File: config.mk
export PLATFORM = sky130hd
export DESIGN_NAME = wta_ctrl
export DESIGN_NICKNAME = d
export VERILOG_FILES = /design/src/hdl/wta_pkg.sv /design/src/hdl/wta_ctrl.sv
export SDC_FILE = /design/constraint.sdc
export NUM_CORES = 1
export LEC_CHECK = 0
export ABC_AREA = 1
export BUFFER_PORTS_ARGS = -buffer_cell sky130_fd_sc_hd__buf_2
export CAP_MARGIN = 20
export CELL_PAD_IN_SITES_DETAIL_PLACEMENT = 1
export CELL_PAD_IN_SITES_GLOBAL_PLACEMENT = 2
export CORE_UTILIZATION = 21
export CTS_CLUSTER_SIZE = 12
export DETAILED_ROUTE_END_ITERATION = 12
export GPL_ROUTABILITY_DRIVEN = 0
export GPL_TIMING_DRIVEN = 0
export PLACE_DENSITY = 0.75
export SKIP_CTS_REPAIR_TIMING = 1
export SYNTH_ARGS = -nofsm -noshare
export SYNTH_HDL_FRONTEND = slang
export SYNTH_SLANG_ARGS = --single-unit
File: constraint.sdc
create_clock -name clk_i -period 1.11 [get_ports clk_i]
set_clock_uncertainty 0.1 [all_clocks]
set_input_delay 0.111 -clock clk_i [delete_from_list [all_inputs] [get_ports clk_i]]
set_output_delay 0.111 -clock clk_i [all_outputs]
set_load 0.02 [all_outputs]
File: src/hdl/wta_pkg.sv
// Shared constants, types and command/status bundles for the trapezoid averaging core.
package wta_pkg;

  localparam int unsigned ChannelsDefault = 1024;
  localparam int unsigned IndexW = 10;
  localparam int unsigned SampleW = 32;
  localparam int unsigned TimeW = 32;
  localparam int unsigned StepW = 16;
  localparam int unsigned SumW = 64;
  localparam int unsigned DivSteps = 64;
  localparam logic [TimeW-1:0] WindowReset = 32'd1000;

  typedef enum logic [1:0] {
    MODE_CONTINUE   = 2'd0,
    MODE_BACKWARDS  = 2'd1,
    MODE_NEW_WINDOW = 2'd2
  } mode_e;

  typedef struct packed {
    logic clear_en;
    logic accept;
    logic mul;
    logic acc;
    logic div_step;
    logic load_out;
  } cmd_t;

  typedef struct packed {
    logic clear_last;
    logic need_div;
    logic div_last;
  } sts_t;

endpackage

File: src/hdl/wta_ctrl.sv
// Controller state machine sequencing clear, load, accumulate, divide and output.
module wta_ctrl (
  input  logic          clk_i,
  input  logic          rst_ni,
  input  logic          in_valid_i,
  output logic          in_ready_o,
  output logic          out_valid_o,
  input  logic          out_ready_i,
  input  wta_pkg::sts_t sts_i,
  output wta_pkg::cmd_t cmd_o
);

  typedef enum logic [5:0] {
    ST_CLEAR = 6'b000001,
    ST_IDLE  = 6'b000010,
    ST_LOAD  = 6'b000100,
    ST_ACC   = 6'b001000,
    ST_DIV   = 6'b010000,
    ST_DONE  = 6'b100000
  } state_e;

  state_e state_q, state_d;
  logic   out_valid_q, out_valid_d;

  always_comb begin
    state_d = state_q;
    cmd_o = '0;
    out_valid_d = out_valid_q;
    if (out_valid_q && out_ready_i) begin
      out_valid_d = 1'b0;
    end
    unique case (state_q)
      ST_CLEAR: begin
        cmd_o.clear_en = 1'b1;
        if (sts_i.clear_last) begin
          state_d = ST_IDLE;
        end
      end
      ST_IDLE: begin
        if (in_valid_i) begin
          cmd_o.accept = 1'b1;
          state_d = ST_LOAD;
        end
      end
      ST_LOAD: begin
        cmd_o.mul = 1'b1;
        state_d = ST_ACC;
      end
      ST_ACC: begin
        cmd_o.acc = 1'b1;
        state_d = sts_i.need_div ? ST_DIV : ST_DONE;
      end
      ST_DIV: begin
        cmd_o.div_step = 1'b1;
        if (sts_i.div_last) begin
          state_d = ST_DONE;
        end
      end
      ST_DONE: begin
        if (!out_valid_q || out_ready_i) begin
          cmd_o.load_out = 1'b1;
          out_valid_d = 1'b1;
          state_d = ST_IDLE;
        end
      end
      default: state_d = ST_IDLE;
    endcase
  end

  always_ff @(posedge clk_i or negedge rst_ni) begin
    if (!rst_ni) begin
      state_q <= ST_CLEAR;
      out_valid_q <= 1'b0;
    end else begin
      state_q <= state_d;
      out_valid_q <= out_valid_d;
    end
  end

  assign in_ready_o = (state_q == ST_IDLE);
  assign out_valid_o = out_valid_q;

endmodule

==> results of run 1 <==
per-layer routing:
| layer | track usage [%] | vias up | part of all wire, % |
|---|---|---|---|
| li1 | - | 233 | - |
| met1 | 13.7 | 218 | 40 |
| met2 | 15.8 | 14 | 53 |
| met3 | 5.77 | 2 | 5.6 |
| met4 | 3.43 | 0 | 0.81 |
| met5 | 0 | - | 0 |
flip-flops by register name, summed over array words and instances (netlist names):
name and cells:
state_q 6, out_valid_o 1
worst max path at each step:
stage	endpoint	slack, ns
5_1_grt	cmd_o[4]	-0.49
6_report	cmd_o[4]	-0.42
2_1_floorplan	state_q[5]$_DFFE_PN0P_	-0.08
3_3_place_gp	state_q[1]$_DFFE_PN0P_	-0.19
3_5_place_dp	state_q[5]$_DFFE_PN0P_	-0.18
4_1_cts	cmd_o[4]	-0.45
cell families (layout without fill, tap and decap cells):
family	after synthesis	after routing	synth area share [%]
compound gates	2	2	2.37
buf+inv	15	43	13.4
flops	7	7	41.8
simple gates	34	34	42.4
synth_stat cells:
cell     number  area share [%]
and3_1        1             1.5
dfrtp_1       6              36
dfstp_2       1             6.2
inv_1        14              12
inv_2         1            0.89
nand2_1      10             8.9
nand3_1       4             4.7
nand4_1       4             5.9
nand4_2       1             3.0
nor2_1       10             8.9
nor2_2        1             1.5
nor2_4        3             8.0
o21ai_0       1             1.2
o21ai_1       1             1.2
metrics by stage:
stage	total power, W	setup TNS [ns]	instances
finish	0.00153	-3.41	111
CTS	0.00119	-3.16	101
floorplan	0.000788	-0.201	58
detailed placement	0.000945	-1.12	97
global placement	0.000938	-1.07	97
global route	0.00165	-4.29	111
power breakdown:
| part | internal (W) | total, W | leakage (nW) | switching (W) |
|---|---|---|---|---|
| Clock | 0.000138 | 0.000239 | 0.0150 | 0.000101 |
| Combinational | 0.000392 | 0.000908 | 0.303 | 0.000516 |
| Sequential | 0.000314 | 0.000379 | 0.0887 | 0.0000644 |
worst min-delay path, delay by kind of cell:
family	cells	cell delay, ns
buffers and inverters	3	0.14
AND/OR/NAND/NOR	1	0.10
layout make-up:
type	count	area (µm²)	share of cell area, %
Sequential cell	7	178	24.2
Multi-Input combinational cell	36	241	32.9
Inverter	15	56.3	7.68
Timing Repair Buffer	24	200	27.3
Tap cell	25	31.3	4.27
Clock buffer	4	26.3	3.58
==> results.sh, run 1 <==
export IMPL_outcome="finished, violations left"
export IMPL_violations="negative setup slack"
export IMPL_cellPowerDensity_mw_per_mm2=2080
export IMPL_worstPathArrival_ns=1.31
export IMPL_htreeDepth=1
export IMPL_drt_iter0_drc=0
export IMPL_viasPerCell=4.21
export IMPL_dr_pass1_iters=1
export IMPL_min_to="state_q[0]$_DFFE_PN1P_"
export IMPL_fin_crit_sh_pct=137
export IMPL_grt_pass1_wl_mm=1.55
export IMPL_reg2reg_depth=7
export IMPL_fin_area_um2=733
export IMPL_track_usage_pct=10.8
export IMPL_fp_row_count=15
export IMPL_die_width_um=46.8
export IMPL_dieHeight_um=46.8
export IMPL_coreArea_mm2=0.00180
export IMPL_worstSetupPathDepth=4
export IMPL_cts_root_buffer="clkbuf_4"
export IMPL_grt_max_degree=9
export IMPL_avgSynthCellArea_um2=7.27
export IMPL_period_minus_slack_ns=1.53
export IMPL_critical_path_slowest_cell="dfrtp_2"
export IMPL_path_delay_family="simple AND/OR/NAND/NOR gates"
export IMPL_area_growth_pct=73.9
export IMPL_slew_viol_final=0
export IMPL_remaining_drc_errors=0
export IMPL_grt_remaining_overflow=0
export IMPL_layout_nets=94
export IMPL_clock_fmax_ghz=0.656
export IMPL_tritoncts="yes"
export IMPL_fp_dieArea_mm2=0.00219
export IMPL_worst_slew_pin_slew_ns=0.269
export IMPL_synth_cell_type_count=14
export IMPL_layout_common_cells="inv_1 (11), nand2_1 (8), buf_6 (8)"
export IMPL_wl_per_cell_um=11.2
export IMPL_synth_area_um2=422
export IMPL_rsz0062_at_grt="true"
export IMPL_slew_limit_headroom_pct=82.0
export IMPL_peakVddDrop_uv=1270
export IMPL_startpoint="state_q[3]$_DFFE_PN0P_"
export IMPL_ys_seq_elements=7
export IMPL_slowest_delay_ns=0.42
export IMPL_cts_num_sinks=7
export IMPL_ys_warn_count=0
export IMPL_insertion_delay_ns=0.26
export IMPL_syn_inst=58
export IMPL_start_util_pct=23.4
export IMPL_hp_class="in2reg"
export IMPL_fillers=232
export IMPL_setup_worst_path_class="reg2out"
export IMPL_place_area_um2=529
export IMPL_p_leak_nw=0.407
export IMPL_ant_nets=0
export IMPL_r2r_setup_slack_ns=-0.28
export IMPL_final_common_cell="inv_1"
export IMPL_crit_path_end_kind="primary output"
export IMPL_antenna_found_initial=0
export IMPL_clock_path_buffers=2
export IMPL_ioPinCount=15
export IMPL_place_hpwl_um=769
export IMPL_grt_pass1_vias=368
export IMPL_crit_fanout=8
export IMPL_wirelength_mm=1.24
export IMPL_drive_above_1_share_pct=53.5
export IMPL_max_cap_viol_count=0
export IMPL_clkTransAtPathRegs_ns=0.05
export IMPL_syn_nets=65
export IMPL_min_from="sts_i[2]"
export IMPL_setup_viol=12
export IMPL_cp_data_required_time_ns=0.90
export IMPL_finalWorstSetupSlack_ns=-0.416
export IMPL_fin_util_pct=40.7
export IMPL_whs_ns=0.00441
export IMPL_yosysSeqAreaShare_pct=41.8
export IMPL_port_buffers=14
export IMPL_pre_cts_slack_ns=-0.183
export IMPL_finalHoldViolCount=0
export IMPL_r2r_end="state_q[5]$_DFFE_PN0P_"
export IMPL_cts_made_buffers=3
export IMPL_critPathBufInv=1
export IMPL_antenna_cells=0
export IMPL_hold_depth=4
export IMPL_regToRegStartpoint="state_q[4]$_DFFE_PN0P_"
export IMPL_dr_total_vias=467
export IMPL_critPathLaunchType="flop"
export IMPL_crit_chain="nor2_4 -> nand3_4 -> nor2_2 -> buf_4"
No activity file was read; power rests on OpenSTA's default activity.
==> run 2: changes to the inputs <==
--- a/config.mk
+++ b/config.mk
@@ -8,14 +8,13 @@
 export ABC_AREA = 1
 export BUFFER_PORTS_ARGS = -buffer_cell sky130_fd_sc_hd__buf_2
 export CAP_MARGIN = 20
-export CELL_PAD_IN_SITES_DETAIL_PLACEMENT = 1
-export CELL_PAD_IN_SITES_GLOBAL_PLACEMENT = 2
-export CORE_UTILIZATION = 21
+export CORE_AREA = 2 2 39 41
 export CTS_CLUSTER_SIZE = 12
 export DETAILED_ROUTE_END_ITERATION = 12
+export DIE_AREA = 0 0 41 43
 export GPL_ROUTABILITY_DRIVEN = 0
 export GPL_TIMING_DRIVEN = 0
-export PLACE_DENSITY = 0.75
+export PLACE_DENSITY = 0.64
 export SKIP_CTS_REPAIR_TIMING = 1
 export SYNTH_ARGS = -nofsm -noshare
 export SYNTH_HDL_FRONTEND = slang
==> run 2 against run 1 <==
Effect of this change:
- the flow still finishes with violations (negative setup slack)
- utilization rose by 4.5 points
- flip-flop and latch count did not move
- first-iteration DRC count grew 9
- register-to-register slack improved by 0.05 ns
- via count decreased by 3.9%
- fmax rose by 0.65%
- die area shrank 20%
==> results.sh, run 2 (same netlist as run 1, synthesis figures left out) <==
export IMPL_setup_worst_path_class="reg2out"
export IMPL_clock_path_buffers=2
export IMPL_slew_viol_final=0
export IMPL_port_buffers=14
export IMPL_r2r_setup_slack_ns=-0.23
export IMPL_fin_cells=98
export IMPL_final_common_cell="inv_1"
export IMPL_layout_nets=90
export IMPL_violations="negative setup slack"
export IMPL_whs_ns=0.0198
export IMPL_outcome="finished, violations left"
export IMPL_dieHeight_um=43
export IMPL_wirelength_um=956
export IMPL_critPathLaunchType="flop"
export IMPL_insertion_delay_ns=0.25
export IMPL_start_util_pct=30.5
export IMPL_dr_pass1_iters=4
export IMPL_dr_total_vias=449
export IMPL_cts_made_buffers=3
export IMPL_ant_nets=0
export IMPL_worstPathArrival_ns=1.30
export IMPL_max_cap_viol_count=0
export IMPL_fp_dieArea_mm2=0.00176
export IMPL_crit_chain="nor2_4 -> buf_6 -> and3_2 -> buf_6"
export IMPL_place_area_um2=518
export IMPL_track_usage_pct=10.9
export IMPL_die_width_um=41
export IMPL_viasPerCell=4.58
export IMPL_remaining_drc_errors=0
export IMPL_layout_common_cells="inv_1 (13), buf_2 (11), nand2_1 (10)"
export IMPL_path_delay_family="flip-flops"
export IMPL_ioPinCount=15
export IMPL_crit_path_end_kind="primary output"
export IMPL_hold_depth=4
export IMPL_clkTransAtPathRegs_ns=0.05
export IMPL_cp_data_required_time_ns=0.90
export IMPL_antenna_cells=0
export IMPL_grt_pass1_vias=311
export IMPL_tns_ns=-3.12
export IMPL_fp_row_count=14
export IMPL_clock_fmax_ghz=0.660
export IMPL_drt_iter0_drc=9
export IMPL_tritoncts="yes"
export IMPL_worst_slew_pin_slew_ns=0.206
export IMPL_drive_above_1_share_pct=40.2
export IMPL_critical_path_slowest_cell="dfrtp_1"
export IMPL_wl_per_cell_um=9.76
export IMPL_area_growth_pct=48.4
export IMPL_grt_remaining_overflow=0
export IMPL_grt_max_degree=9
export IMPL_cts_root_buffer="clkbuf_4"
export IMPL_grt_pass1_wl_mm=1.24
export IMPL_rsz0062_at_grt="true"
export IMPL_antenna_found_initial=0
export IMPL_r2r_end="state_q[1]$_DFFE_PN0P_"
export IMPL_p_leak_nw=0.391
export IMPL_slew_limit_headroom_pct=86.3
export IMPL_critPathBufInv=2
export IMPL_finalHoldViolCount=0
export IMPL_slowest_delay_ns=0.42
export IMPL_fillers=133
export IMPL_cellPowerDensity_mw_per_mm2=2070
export IMPL_worstSetupPathDepth=4
export IMPL_largest_reg_flops=6
export IMPL_setup_viol=11
export IMPL_htreeDepth=1
export IMPL_fin_area_um2=626
export IMPL_dpl_cell_count=88
export IMPL_period_minus_slack_ns=1.52
export IMPL_top_register="state_q"
export IMPL_fin_total_pwr_w=0.00129
export IMPL_path_common_cell="buf_6"
export IMPL_min_from="sts_i[2]"
export IMPL_place_hpwl_um=691
export IMPL_fin_crit_sh_pct=137
export IMPL_min_to="state_q[0]$_DFFE_PN1P_"
export IMPL_hp_class="in2reg"
export IMPL_reg2reg_depth=7
export IMPL_regToRegStartpoint="state_q[3]$_DFFE_PN0P_"
export IMPL_crit_fanout=7
export IMPL_cts_num_sinks=7
export IMPL_coreArea_mm2=0.00138
export IMPL_finalWorstSetupSlack_ns=-0.406
export IMPL_peakVddDrop_uv=1000
[run 2: worst max-delay path by stage]
stage	start	to	slack [ns]
after floorplan	state_q[0]$_DFFE_PN1P_	state_q[5]$_DFFE_PN0P_	-0.08
after CTS	state_q[3]$_DFFE_PN0P_	cmd_o[4]	-0.42
after global routing	state_q[3]$_DFFE_PN0P_	cmd_o[5]	-0.46
after detailed placement	state_q[0]$_DFFE_PN1P_	state_q[1]$_DFFE_PN0P_	-0.17
after global placement	state_q[0]$_DFFE_PN1P_	state_q[5]$_DFFE_PN0P_	-0.15
final	state_q[3]$_DFFE_PN0P_	cmd_o[5]	-0.41
[run 2: metrics by stage]
stage	setup WS [ns]	utilization, %
after detailed placement	-0.174	37.4
after global placement	-0.145	37.4
after floorplan	-0.0777	-
after CTS	-0.422	39.3
final	-0.406	45.2
after global routing	-0.464	45.2
[run 2: worst reg2reg max path: stages, from the launching register on]
cell     delay, ns
dfrtp_1       0.42
nor2_4        0.22
buf_6         0.13
nand4_1       0.11
nand2_1       0.09
nor2_1        0.05
nand2_1       0.05
nand2_1       0.05
[run 2: final cells by class]
| cell class | instances | area (µm²) | share of cell area [%] |
|---|---|---|---|
| flip-flops and latches | 7 | 176 | 28.2 |
| repair buffers | 20 | 141 | 22.6 |
| clock buffers | 4 | 26.3 | 4.20 |
| multi-input cells | 36 | 205 | 32.8 |
| inverters | 15 | 56.3 | 9.00 |
| well taps | 16 | 20.0 | 3.20 |
[run 2: metal layers]
metal  vias up  global-route usage (%)  routed length (µm)
li1        230                       -                   -
met1       207                    12.5                 394
met2        12                    16.3                 508
met3         0                    6.28                  53
met4         0                    4.00                   0
met5         -                       0                   0
[run 2: power by group]
part           switching [W]  internal (W)
registers          0.0000635      0.000312
clock network      0.0000896      0.000137
logic               0.000424      0.000268
